--- src/bqc_pkg.sv ---
// types, constants and fixed-point helpers for the biquad cascade
package bqc_pkg;

  localparam int SAMPLE_W = 16;
  localparam int COEF_W   = 18;
  localparam int DELAY_W  = 24;
  localparam int PROD_W   = COEF_W + DELAY_W;
  localparam int ACC_W    = PROD_W + 2;
  localparam int RND_W    = ACC_W - 14;
  localparam int SLOTS    = 6;

  localparam logic OP_SAMPLE = 1'b0;
  localparam logic OP_COEF   = 1'b1;

  localparam logic [1:0] CFG_SECTIONS = 2'd0;
  localparam logic [1:0] CFG_GAIN     = 2'd1;

  localparam logic [2:0] SLOT_B0 = 3'd0;
  localparam logic [2:0] SLOT_B1 = 3'd1;
  localparam logic [2:0] SLOT_B2 = 3'd2;
  localparam logic [2:0] SLOT_A0 = 3'd3;
  localparam logic [2:0] SLOT_A1 = 3'd4;
  localparam logic [2:0] SLOT_A2 = 3'd5;

  localparam logic [3:0] ST_RD_A0  = 4'd0;
  localparam logic [3:0] ST_MUL_A0 = 4'd1;
  localparam logic [3:0] ST_MUL_A1 = 4'd2;
  localparam logic [3:0] ST_MUL_A2 = 4'd3;
  localparam logic [3:0] ST_ACC_W  = 4'd4;
  localparam logic [3:0] ST_W      = 4'd5;
  localparam logic [3:0] ST_MUL_B0 = 4'd6;
  localparam logic [3:0] ST_MUL_B1 = 4'd7;
  localparam logic [3:0] ST_MUL_B2 = 4'd8;
  localparam logic [3:0] ST_ACC_Y  = 4'd9;
  localparam logic [3:0] ST_Y      = 4'd10;

  typedef enum logic [4:0] {
    S_CLEAR = 5'b00001,
    S_IDLE  = 5'b00010,
    S_RUN   = 5'b00100,
    S_GAIN  = 5'b01000,
    S_FIN   = 5'b10000
  } state_t;

  typedef struct packed {
    logic                flag;
    logic [DELAY_W-1:0]  val;
  } sat24_t;

  typedef struct packed {
    logic                flag;
    logic [SAMPLE_W-1:0] val;
  } sat16_t;

  // add half an lsb, then floor shift by 14
  function automatic logic signed [RND_W-1:0] round_q15(input logic signed [ACC_W-1:0] a);
    logic signed [ACC_W-1:0] t;
    t = a + ACC_W'(8192);
    return t[ACC_W-1:14];
  endfunction

  function automatic sat24_t sat24(input logic signed [RND_W-1:0] v);
    sat24_t r;
    if (v > RND_W'(8388607)) begin
      r.flag = 1'b1;
      r.val  = 24'h7fffff;
    end else if (v < -RND_W'(8388608)) begin
      r.flag = 1'b1;
      r.val  = 24'h800000;
    end else begin
      r.flag = 1'b0;
      r.val  = v[DELAY_W-1:0];
    end
    return r;
  endfunction

  function automatic sat16_t sat16(input logic signed [RND_W-1:0] v);
    sat16_t r;
    if (v > RND_W'(32767)) begin
      r.flag = 1'b1;
      r.val  = 16'h7fff;
    end else if (v < -RND_W'(32768)) begin
      r.flag = 1'b1;
      r.val  = 16'h8000;
    end else begin
      r.flag = 1'b0;
      r.val  = v[SAMPLE_W-1:0];
    end
    return r;
  endfunction

endpackage

--- src/biquad_cascade_iir_filter.sv ---
// biquad cascade filter: shared multiply-accumulate sequenced over the sections
//
//   channel | direction | signals
//   in      | sink      | in_valid, in_ready, operation, sample_in, section_index,
//           |           | coef_index, coef_value
//   out     | source    | out_valid, out_ready, sample_out, saturated
//   cfg     | sink      | cfg_valid, cfg_ready, cfg_index, cfg_data
//
// a sample transaction runs each active section through the single 18x24 multiplier,
// six products per section; a coefficient transaction is written while the block stays idle
// after reset a clearing pass zeroes the stores, in_ready low
// in_ready is high only while no sample is in flight; a held result does not block input
// a finished sample waits in its last step while the output register is still occupied
module biquad_cascade_iir_filter #(
  parameter int MAX_SECTIONS = 8
) (
  input  logic                                 clk,
  input  logic                                 rst,
  input  logic                                 in_valid,
  output logic                                 in_ready,
  input  logic                                 operation,
  input  logic signed [bqc_pkg::SAMPLE_W-1:0]  sample_in,
  input  logic        [2:0]                    section_index,
  input  logic        [2:0]                    coef_index,
  input  logic signed [bqc_pkg::COEF_W-1:0]    coef_value,
  output logic                                 out_valid,
  input  logic                                 out_ready,
  output logic signed [bqc_pkg::SAMPLE_W-1:0]  sample_out,
  output logic                                 saturated,
  input  logic                                 cfg_valid,
  output logic                                 cfg_ready,
  input  logic        [1:0]                    cfg_index,
  input  logic        [bqc_pkg::COEF_W-1:0]    cfg_data
);
  import bqc_pkg::*;

  localparam int CDEPTH = MAX_SECTIONS * SLOTS;
  localparam int DDEPTH = MAX_SECTIONS * 2;
  localparam int CAW    = $clog2(CDEPTH);
  localparam int DAW    = $clog2(DDEPTH);
  localparam int SW     = (MAX_SECTIONS > 1) ? $clog2(MAX_SECTIONS) : 1;

  logic signed [COEF_W-1:0]  coef_mem [CDEPTH];
  logic signed [DELAY_W-1:0] delay_mem [DDEPTH];

  state_t                     state;
  logic [3:0]                 step;
  logic [SW-1:0]              sec;
  logic [CAW-1:0]             cbase;
  logic [DAW-1:0]             dbase;
  logic [CAW-1:0]             clr;
  logic [3:0]                 sections;
  logic signed [COEF_W-1:0]   gain;
  logic                       sat_acc;

  logic signed [COEF_W-1:0]   coef_q;
  logic signed [DELAY_W-1:0]  delay_q;
  logic signed [DELAY_W-1:0]  xreg, wreg, w1reg, w2reg;
  logic signed [PROD_W-1:0]   prod;
  logic signed [ACC_W-1:0]    acc;

  logic [5:0]                 eff;
  logic [SW-1:0]              last_sec;
  logic [CAW-1:0]             coef_ra;
  logic [DAW-1:0]             delay_ra;
  logic [7:0]                 coef_wa8;
  logic                       coef_we;
  logic                       delay_we;
  logic [DAW-1:0]             delay_wa;
  logic signed [DELAY_W-1:0]  delay_wd;
  logic signed [COEF_W-1:0]   op_c;
  logic signed [DELAY_W-1:0]  op_v;
  logic signed [ACC_W-1:0]    prod_x;
  sat24_t                     acc_sat;
  sat16_t                     out_sat;
  logic                       in_fire;
  logic                       out_free;

  assign in_ready  = (state == S_IDLE);
  assign cfg_ready = 1'b1;
  assign in_fire   = in_valid && in_ready;
  assign out_free  = !out_valid || out_ready;
  assign prod_x    = {{(ACC_W-PROD_W){prod[PROD_W-1]}}, prod};
  assign acc_sat   = sat24(round_q15(acc));
  assign out_sat   = sat16(round_q15(prod_x));

  // effective section count and last active section
  always_comb begin
    if (sections == 4'd0) begin
      eff = 6'd1;
    end else if (6'(sections) > 6'(MAX_SECTIONS)) begin
      eff = 6'(MAX_SECTIONS);
    end else begin
      eff = 6'(sections);
    end
  end
  assign last_sec = SW'(eff - 6'd1);

  // coefficient write from a transaction
  assign coef_wa8 = 8'(section_index) * 8'd6 + 8'(coef_index);
  assign coef_we  = in_fire && (operation == OP_COEF) && (coef_index <= SLOT_A2) &&
                    (32'(section_index) < MAX_SECTIONS);

  always_comb begin
    case (step)
      ST_RD_A0:  coef_ra = cbase + CAW'(SLOT_A0);
      ST_MUL_A0: coef_ra = cbase + CAW'(SLOT_A1);
      ST_MUL_A1: coef_ra = cbase + CAW'(SLOT_A2);
      ST_W:      coef_ra = cbase + CAW'(SLOT_B0);
      ST_MUL_B0: coef_ra = cbase + CAW'(SLOT_B1);
      ST_MUL_B1: coef_ra = cbase + CAW'(SLOT_B2);
      default:   coef_ra = cbase;
    endcase
  end

  assign delay_ra = (step == ST_MUL_A0) ? dbase + DAW'(1) : dbase;

  always_comb begin
    delay_we = 1'b0;
    delay_wa = dbase;
    delay_wd = wreg;
    if (state == S_CLEAR) begin
      delay_we = (32'(clr) < DDEPTH);
      delay_wa = clr[DAW-1:0];
      delay_wd = '0;
    end else if (state == S_RUN && step == ST_MUL_B0) begin
      delay_we = 1'b1;
      delay_wa = dbase + DAW'(1);
      delay_wd = w1reg;
    end else if (state == S_RUN && step == ST_MUL_B1) begin
      delay_we = 1'b1;
      delay_wa = dbase;
      delay_wd = wreg;
    end
  end

  always_ff @(posedge clk) begin
    if (state == S_CLEAR) begin
      coef_mem[clr] <= '0;
    end else if (coef_we) begin
      coef_mem[coef_wa8[CAW-1:0]] <= coef_value;
    end
    coef_q <= coef_mem[coef_ra];
  end

  always_ff @(posedge clk) begin
    if (delay_we) begin
      delay_mem[delay_wa] <= delay_wd;
    end
    delay_q <= delay_mem[delay_ra];
  end

  // shared multiplier operands
  always_comb begin
    op_c = coef_q;
    case (step)
      ST_MUL_A0: op_v = xreg;
      ST_MUL_A1: op_v = w1reg;
      ST_MUL_A2: op_v = w2reg;
      ST_MUL_B0: op_v = wreg;
      ST_MUL_B1: op_v = w1reg;
      ST_MUL_B2: op_v = w2reg;
      default:   op_v = xreg;
    endcase
    // gain product held while the result waits
    if (state == S_GAIN || state == S_FIN) begin
      op_c = gain;
      op_v = xreg;
    end
  end

  always_ff @(posedge clk) begin
    prod <= op_c * op_v;
  end

  always_ff @(posedge clk) begin
    if (in_fire) begin
      xreg <= DELAY_W'(sample_in);
    end
    if (state == S_RUN) begin
      case (step)
        ST_MUL_A0: w1reg <= delay_q;
        ST_MUL_A1: begin
          w2reg <= delay_q;
          acc   <= prod_x;
        end
        ST_MUL_A2: acc  <= acc - prod_x;
        ST_ACC_W:  acc  <= acc - prod_x;
        ST_W:      wreg <= acc_sat.val;
        ST_MUL_B1: acc  <= prod_x;
        ST_MUL_B2: acc  <= acc + prod_x;
        ST_ACC_Y:  acc  <= acc + prod_x;
        ST_Y:      xreg <= acc_sat.val;
        default:   acc  <= acc;
      endcase
    end
    if (state == S_FIN && out_free) begin
      sample_out <= out_sat.val;
      saturated  <= sat_acc | out_sat.flag;
    end
  end

  // control
  always_ff @(posedge clk) begin
    if (rst) begin
      state     <= S_CLEAR;
      step      <= ST_RD_A0;
      sec       <= '0;
      cbase     <= '0;
      dbase     <= '0;
      clr       <= '0;
      sat_acc   <= 1'b0;
      out_valid <= 1'b0;
      sections  <= 4'd1;
      gain      <= COEF_W'(16384);
    end else begin
      if (cfg_valid && cfg_ready) begin
        case (cfg_index)
          CFG_SECTIONS: sections <= cfg_data[3:0];
          CFG_GAIN:     gain     <= cfg_data;
          default:      sections <= sections;
        endcase
      end
      if (state == S_FIN && out_free) begin
        out_valid <= 1'b1;
      end else if (out_valid && out_ready) begin
        out_valid <= 1'b0;
      end
      case (state)
        S_CLEAR: begin
          clr <= clr + CAW'(1);
          if (32'(clr) == CDEPTH - 1) begin
            state <= S_IDLE;
          end
        end
        S_IDLE: begin
          if (in_fire && operation == OP_SAMPLE) begin
            state   <= S_RUN;
            step    <= ST_RD_A0;
            sec     <= '0;
            cbase   <= '0;
            dbase   <= '0;
            sat_acc <= 1'b0;
          end
        end
        S_RUN: begin
          if (step == ST_W) begin
            sat_acc <= sat_acc | acc_sat.flag;
          end
          if (step == ST_Y) begin
            sat_acc <= sat_acc | acc_sat.flag;
            step    <= ST_RD_A0;
            if (sec == last_sec) begin
              state <= S_GAIN;
            end else begin
              sec   <= sec + SW'(1);
              cbase <= cbase + CAW'(SLOTS);
              dbase <= dbase + DAW'(2);
            end
          end else begin
            step <= step + 4'd1;
          end
        end
        S_GAIN: state <= S_FIN;
        S_FIN: begin
          if (out_free) begin
            state <= S_IDLE;
          end
        end
        default: state <= S_IDLE;
      endcase
    end
  end

`ifndef SYNTHESIS
  a_step_range: assert property (@(posedge clk) disable iff (rst)
    state == S_RUN |-> step <= ST_Y)
    else $error("step counter out of range");

  a_sample_start: assert property (@(posedge clk) disable iff (rst)
    in_valid && in_ready && operation == OP_SAMPLE |=>
      state == S_RUN && step == ST_RD_A0 && sec == '0)
    else $error("sample transaction did not start at section zero");

  a_coef_idle: assert property (@(posedge clk) disable iff (rst)
    in_valid && in_ready && operation == OP_COEF |=> state == S_IDLE)
    else $error("coefficient transaction left idle");

  a_fin_hold: assert property (@(posedge clk) disable iff (rst)
    state == S_FIN && out_valid && !out_ready |=> state == S_FIN && out_valid)
    else $error("result overwrote a pending output");

  a_out_load: assert property (@(posedge clk) disable iff (rst)
    state == S_FIN && (!out_valid || out_ready) |=> out_valid && state == S_IDLE)
    else $error("finished sample not delivered");
`endif

endmodule

--- config.mk ---
export PLATFORM = sky130hd
export DESIGN_NAME = biquad_cascade_iir_filter
export DESIGN_NICKNAME = d
export VERILOG_FILES = /design/src/bqc_pkg.sv /design/src/biquad_cascade_iir_filter.sv
export SDC_FILE = /design/constraint.sdc
export NUM_CORES = 2
export LEC_CHECK = 0
export BUFFER_PORTS_ARGS = -buffer_cell sky130_fd_sc_hd__buf_2
export CORE_AREA = 2 2 278 555
export DETAILED_ROUTE_END_ITERATION = 10
export DIE_AREA = 0 0 280 557
export PLACE_DENSITY = 0.64
export REMOVE_ABC_BUFFERS = 1
export SYNTH_ARGS = -nofsm -noshare
export SYNTH_HDL_FRONTEND = slang
export SYNTH_SLANG_ARGS = --single-unit
--- constraint.sdc ---
create_clock -name clk -period 8.5 [get_ports clk]
set_input_delay 1.7 -clock clk [delete_from_list [all_inputs] [get_ports clk]]
set_output_delay 1.7 -clock clk [all_outputs]
set_load 0.03 [all_outputs]
Yosys cells after proc, flatten, opt, wreduce, memory -nomap -nowiden:

Memory sizes are Yosys's and may differ from the RTL's. A register that Yosys moved wholly into a read port is not among the register bits.
Cells that the tools add are included.

* register bits: 251
* RAM bits: 1248
* input bits: 66
* output and inout bits: 20
* memories: 2

* add/sub/neg operators: 17
* multipliers: 2
* order comparisons: 7
* eq/ne operators: 25
* multiplexer cells: 58
* bitwise operators: 3
* reduce and logical (&&, ||, !) cells: 32

Memories
* coef_mem: depth 48, width 18, read ports 1, clocked after Yosys merged registers in 1, wr ports 1, line biquad_cascade_iir_filter.sv:43 `logic signed [COEF_W-1:0] coef_mem [CDEPTH];`
* delay_mem: depth 16, width 24, read ports 1, clocked after Yosys merged registers in 1, wr ports 1, line biquad_cascade_iir_filter.sv:44 `logic signed [DELAY_W-1:0] delay_mem [DDEPTH];`

Operator list (count)
* 24-bit 2-to-1 mux: 6
* 44-bit one-hot mux with 3 select lines: 1
* 24-bit one-hot mux with 3 select lines: 1
* 25-bit 2-to-1 mux: 2
* 44-bit by 15-bit adder with 44-bit output (second input constant): 1
* 44-bit by 42-bit adder with 44-bit output: 1
* 44-bit by 42-bit subtractor with 44-bit output: 1
* 42-bit by 15-bit adder with 43-bit output (second input constant): 1
* 18-bit by 24-bit multiplier with 42-bit output: 1
* 18-bit 2-to-1 mux: 2
* 17-bit 2-to-1 mux: 2
* 30-bit by 24-bit > comparator with 1-bit output (second input constant): 1
* 30-bit by 24-bit < comparator with 1-bit output (second input constant): 1
* 6-bit one-hot mux with 5 select lines: 1
* 29-bit by 16-bit > comparator with 1-bit output (second input constant): 1
* 29-bit by 16-bit < comparator with 1-bit output (second input constant): 1
* 4-bit 2-to-1 mux: 7
* 5-bit 2-to-1 mux: 5
* 5-bit one-hot mux with 5 select lines: 1
* 6-bit 2-to-1 mux: 4
* 6-bit by 3-bit adder with 6-bit output (second input constant): 3
* 18-bit OR reduction: 1
* 4-bit by 3-bit equality test with 1-bit output (second input constant): 4
* 1-bit 2-to-1 mux: 16
* 44 further kinds: 79

Logic depth before layout (Yosys ltp):

* depth after elaboration: 9
* mapped depth: 32
* depth with buffers taken out: 29

Least setup slack after synthesis:

OpenSTA, ideal clock, no wires.

* path type: register -> register
* start: reg step[1]
* end: reg prod[41]
* library setup time: 0.121 ns
* arrival time: 7.675 ns
* required time: 8.379 ns
* slack: 0.704 ns
* cell stages (with the launch flop): 28
* buffers on the path: 3
* cells stage by stage: dfxtp_1 clkbuf_1 clkbuf_1 nand2_1 o21ai_1 clkbuf_1 a222oi_1 o21ai_1 nand2_1 fa_1 inv_1 fa_1 inv_1 fa_1 inv_1 fa_1 fa_1 fa_1 ha_1 a21oi_1 o21bai_1 a221o_1 a21o_1 a211o_1 a221oi_1 o21bai_1 a21o_1 xnor2_1

* longest elaborated chain between the ends: 5
* elaborated cells on any way between the ends: 10

Ends and longest elaborated chain
* from (decl): line biquad_cascade_iir_filter.sv:47 `logic [3:0] step;`
* from (signal assigned): line biquad_cascade_iir_filter.sv:261 `step <= step + 4'd1;`
* 4-bit equality test, or another cell as far along: line biquad_cascade_iir_filter.sv:156 `case (step)`
* 2-bit OR reduction (no source line)
* 24-bit one-hot mux with 3 select lines *: line biquad_cascade_iir_filter.sv:156
* 24-bit 2-to-1 mux *: line biquad_cascade_iir_filter.sv:166 `if (state == S_GAIN || state == S_FIN) begin`
* 18-bit by 24-bit multiplier with 42-bit output *: line biquad_cascade_iir_filter.sv:173 `prod <= op_c * op_v;`
* to (signal assigned): line biquad_cascade_iir_filter.sv:173
* to (decl): line biquad_cascade_iir_filter.sv:59 `logic signed [PROD_W-1:0] prod;`

Mark *: on every way between the ends. The rest lies on a longest branch, timed or not.
A chain may end at the register's enable or synchronous reset.

Worst setup path in the final report:

* start: reg step[0]
* end: reg prod[37]

The elaborated chain is that of the path after synthesis.

==> qor_table.md <==
| Quantity | This run |
|:---|:---|
| I/O pin count | 86 |
| Number of design rule violations left after detail routing | 0 |
| Flip-flop and latch count after synthesis | 1539 |
| Avg WL per Cell | 25.9 um |
| Die footprint | 156000 um2 |
| Area added between synthesis and finish | 10.2% |
| Synthesized netlist cell count | 6672 |
| Signal arrival time at the worst endpoint | 8.88 ns |
| Largest net degree at the start of global routing | 185 |
| Post-DR vias/cell | 6.07 |
| # rows | 203 |
| Highest-delay cell along the critical path | sky130_fd_sc_hd__fa_1 |
| Synthesized area per cell | 12.0 um2 |
| Via count of the first global-routing pass | 53200 |
| Clk sinks | 1539 |
| Clock buffer depth | 4 |
| Height of the die | 557 um |
| Outcome | completed |
| Clock tree from TritonCTS | done |
| Library cells used by synthesis | 87 |
| Dominant synthesized flop cell | sky130_fd_sc_hd__edfxtp_1 |
| Total standard cell area after synthesis | 80100 um2 |
| Drt pass-1 iters | 6 |
| Layout net count | 7417 |
| Most frequent cell on the critical path | sky130_fd_sc_hd__fa_1 |
| Path class of the lowest-slack min-delay path | reg2reg |
| Total number of vias | 53500 |
| Gr usage total | 29.3% |
| Antenna violation net count after detailed routing | 0 |
| Clock transition at path regs | 0.07 ns |
| Register cell area after layout | 44600 um2 |
| Violation count after the first detailed-routing iteration | 6150 |
| Worst-Skew Late Latency | 0.77 ns |
| Number of fill cells | 12200 |
| Number of antenna violations at the first check in global routing | 8 |
| Count of flip-flops with a built-in enable after synthesis | 1381 |
| Die extent in x | 280 um |
| Initial Utilization | 52.6% |
| Minimum clock period after layout | 8.18 ns |
| Number of buffers added by the clock tree synthesis step | 144 |
| Placeable core area | 152000 um2 |
| CP max stage delay | 0.58 ns |
| Layout cell share with drive strength beyond 1 | 11.2% |
| Final hold vios | 0 |
| Overflow left after global routing | 0 |
| Final setup violation count | 0 |
| Remaining max-slew budget at the tightest pin | 8.41% |
| Max Clock Freq | 122 MHz |
| Max-Cap Viols | 0 |
| Cell at the root of the clock tree | sky130_fd_sc_hd__clkbuf_16 |
| Maximum fanout along the worst path | 11 |
| Hold-fix buffer count after cts | 0 |
| Area contributors post-synth | sky130_fd_sc_hd__edfxtp_1 (52%), sky130_fd_sc_hd__fa_1 (11%), sky130_fd_sc_hd__nand2_1 (6.3%) |
| Slew at the pin with the worst max-slew slack | 1.37 ns |
| Area of combinational cells with multiple inputs | 32300 um2 |
| Data required time of the critical path | 9.19 ns |
| Portion of synthesized cell area occupied by the leading cell type | 51.8% |
| Number of buffers inserted by port buffering | 84 |
| Final clock skew | 0.0610 ns |
| Setup crit end kind | flop |
| Minimum hold slack | 0.395 ns |
| Post-synthesis async set-or-reset flop share | 0% |
| Detailed placement HPWL | 151000 um |
| Final Routed Wirelength | 228000 um |
| Register area share after synthesis | 55.8% |
| Final max-slew violation count | 0 |
| CTS H-tree depth | 4 |
| Cell taking the most area after synthesis | sky130_fd_sc_hd__edfxtp_1 |
| Post-route clock period utilization | 96.3% |
| Startpoint type of the worst setup path | flop |
| Weighted congestion at the end of routability-driven global placement | 0.965 |
| Global-route wire length before repair | 340000 um |
| Critical path type | reg2reg |
| Yosys warning count | 0 |
cell type report:
type,instances,area share [%]
clock inverters,74,0.833
repair buffers,299,2.45
diodes,3,0.00851
inverters,545,2.32
flip-flops and latches,1539,50.6
multi-input cells,4227,36.6
well taps,1947,2.76
clock buffers,177,4.41
final timing paths:
check | to | slack [ns] | cells after the start | from
min | w2reg[16]$_DFFE_PP_ | 0.39 | 0 | delay_q[16]$_DFF_P_
max | prod[37]$_DFF_P_ | 0.32 | 29 | step[0]$_SDFFE_PP0P_
max reg2reg | prod[37]$_DFF_P_ | 0.32 | 29 | step[0]$_SDFFE_PP0P_
min reg2reg | w2reg[16]$_DFFE_PP_ | 0.39 | 0 | delay_q[16]$_DFF_P_
cell usage after synthesis (10+ instances only):
| cell | number |
|---|---|
| sky130_fd_sc_hd__xnor2_1 | 103 |
| sky130_fd_sc_hd__o21a_1 | 33 |
| sky130_fd_sc_hd__mux4_2 | 154 |
| sky130_fd_sc_hd__nor2b_1 | 19 |
| sky130_fd_sc_hd__a221oi_1 | 20 |
| sky130_fd_sc_hd__o21bai_1 | 17 |
| sky130_fd_sc_hd__nand4_1 | 31 |
| sky130_fd_sc_hd__a21o_1 | 52 |
| sky130_fd_sc_hd__a311oi_1 | 44 |
| sky130_fd_sc_hd__edfxtp_1 | 1381 |
| sky130_fd_sc_hd__dfxtp_1 | 158 |
| sky130_fd_sc_hd__nand2_1 | 1351 |
| sky130_fd_sc_hd__buf_1 | 31 |
| sky130_fd_sc_hd__and4_1 | 10 |
| sky130_fd_sc_hd__mux2i_1 | 24 |
| sky130_fd_sc_hd__inv_1 | 545 |
| sky130_fd_sc_hd__nor3_1 | 36 |
| sky130_fd_sc_hd__and3_1 | 72 |
| sky130_fd_sc_hd__fa_1 | 428 |
| sky130_fd_sc_hd__or3_1 | 13 |
| sky130_fd_sc_hd__o31ai_1 | 11 |
| sky130_fd_sc_hd__a311o_1 | 34 |
| sky130_fd_sc_hd__xor2_1 | 71 |
| sky130_fd_sc_hd__o21ai_1 | 17 |
| sky130_fd_sc_hd__o211ai_1 | 24 |
| sky130_fd_sc_hd__and2_1 | 42 |
| sky130_fd_sc_hd__a31oi_1 | 26 |
| sky130_fd_sc_hd__mux2_2 | 21 |
| sky130_fd_sc_hd__o22ai_1 | 20 |
| sky130_fd_sc_hd__nand2b_1 | 22 |
| sky130_fd_sc_hd__a21oi_1 | 212 |
| sky130_fd_sc_hd__nor2_1 | 354 |
| sky130_fd_sc_hd__clkbuf_1 | 307 |
| sky130_fd_sc_hd__o21ai_0 | 197 |
| sky130_fd_sc_hd__a222oi_1 | 24 |
| sky130_fd_sc_hd__a211oi_1 | 15 |
| sky130_fd_sc_hd__buf_2 | 22 |
| sky130_fd_sc_hd__nand3_1 | 437 |
| sky130_fd_sc_hd__ha_1 | 167 |
| sky130_fd_sc_hd__nor4_1 | 19 |
layout by cell type (no fill, tap or decap), drive strengths merged, types with 54 or more instances in the layout:
master  count
edfxtp   1381
nand2    1351
inv       547
nand3     438
fa        428
nor2      354
buf       298
o21ai     215
a21oi     212
clkbuf    178
ha        167
dfxtp     158
mux4      154
xnor2     103
and3       72
xor2       71
clkinv     54
logic make-up after synthesis:
| family | share of synthesized area (%) |
|---|---|
| multiplexers | 4.93 |
| other | 0.00468 |
| buffers and inverters | 4.29 |
| flip-flops | 55.8 |
| adder cells (fa/ha/maj) | 13.3 |
| AO/OA/AOI/OAI | 6.58 |
| XOR/XNOR | 1.90 |
| AND/OR/NAND/NOR | 13.2 |
critical path: cells and delay by family (launching register included):
| family | cells | cell delay (ns) |
|---|---|---|
| XOR/XNOR | 1 | 0.16 |
| buffers and inverters | 8 | 1.23 |
| AO/OA/AOI/OAI | 7 | 1.99 |
| AND/OR/NAND/NOR | 6 | 0.94 |
| adder cells (fa/ha/maj) | 7 | 3.40 |
| flip-flops | 1 | 0.37 |
through the flow:
stage / instance area [um2] / cells / TNS [ns] / setup WS (ns) / util, %
after floorplan: 78700 / 6311 / -549.82 / -12.19 / -
after global placement: 83500 / 8555 / 0 / 0.517 / 54.9
after detailed placement: 83500 / 8555 / 0 / 0.299 / 54.9
after CTS: 88200 / 8806 / 0 / 0.281 / 58.0
after global routing: 88200 / 8809 / -0.00779 / -0.00779 / 58.0
final: 88200 / 8811 / 0 / 0.316 / 58.0
state kept, by name, summed over array words and instances (netlist names), 6 cells and up:
register / count
coef_mem: 864
delay_mem: 384
acc: 44
prod: 42
delay_q: 24
w1reg: 24
w2reg: 24
wreg: 24
xreg: 24
coef_q: 18
gain: 18
sample_out: 16
clr: 6
per-layer routing:
metal | global-route usage (%) | up-vias | wire, um
li1 | - | 23600 | -
met1 | 40.7 | 27100 | 91300
met2 | 48.0 | 2408 | 110000
met3 | 3.77 | 426 | 17800
met4 | 10.3 | 2 | 8730
met5 | 0 | - | 12
repair_timing:
action	4_1_cts	5_1_grt
gates resized for setup	0	5
setup endpoints to repair	0	6
setup buffers	0	2
hold endpoints to repair	0	0
Power is left out: the tool's default activity adds up to more than one toggle a clock period on the data nets, which glitch-free logic cannot reach.
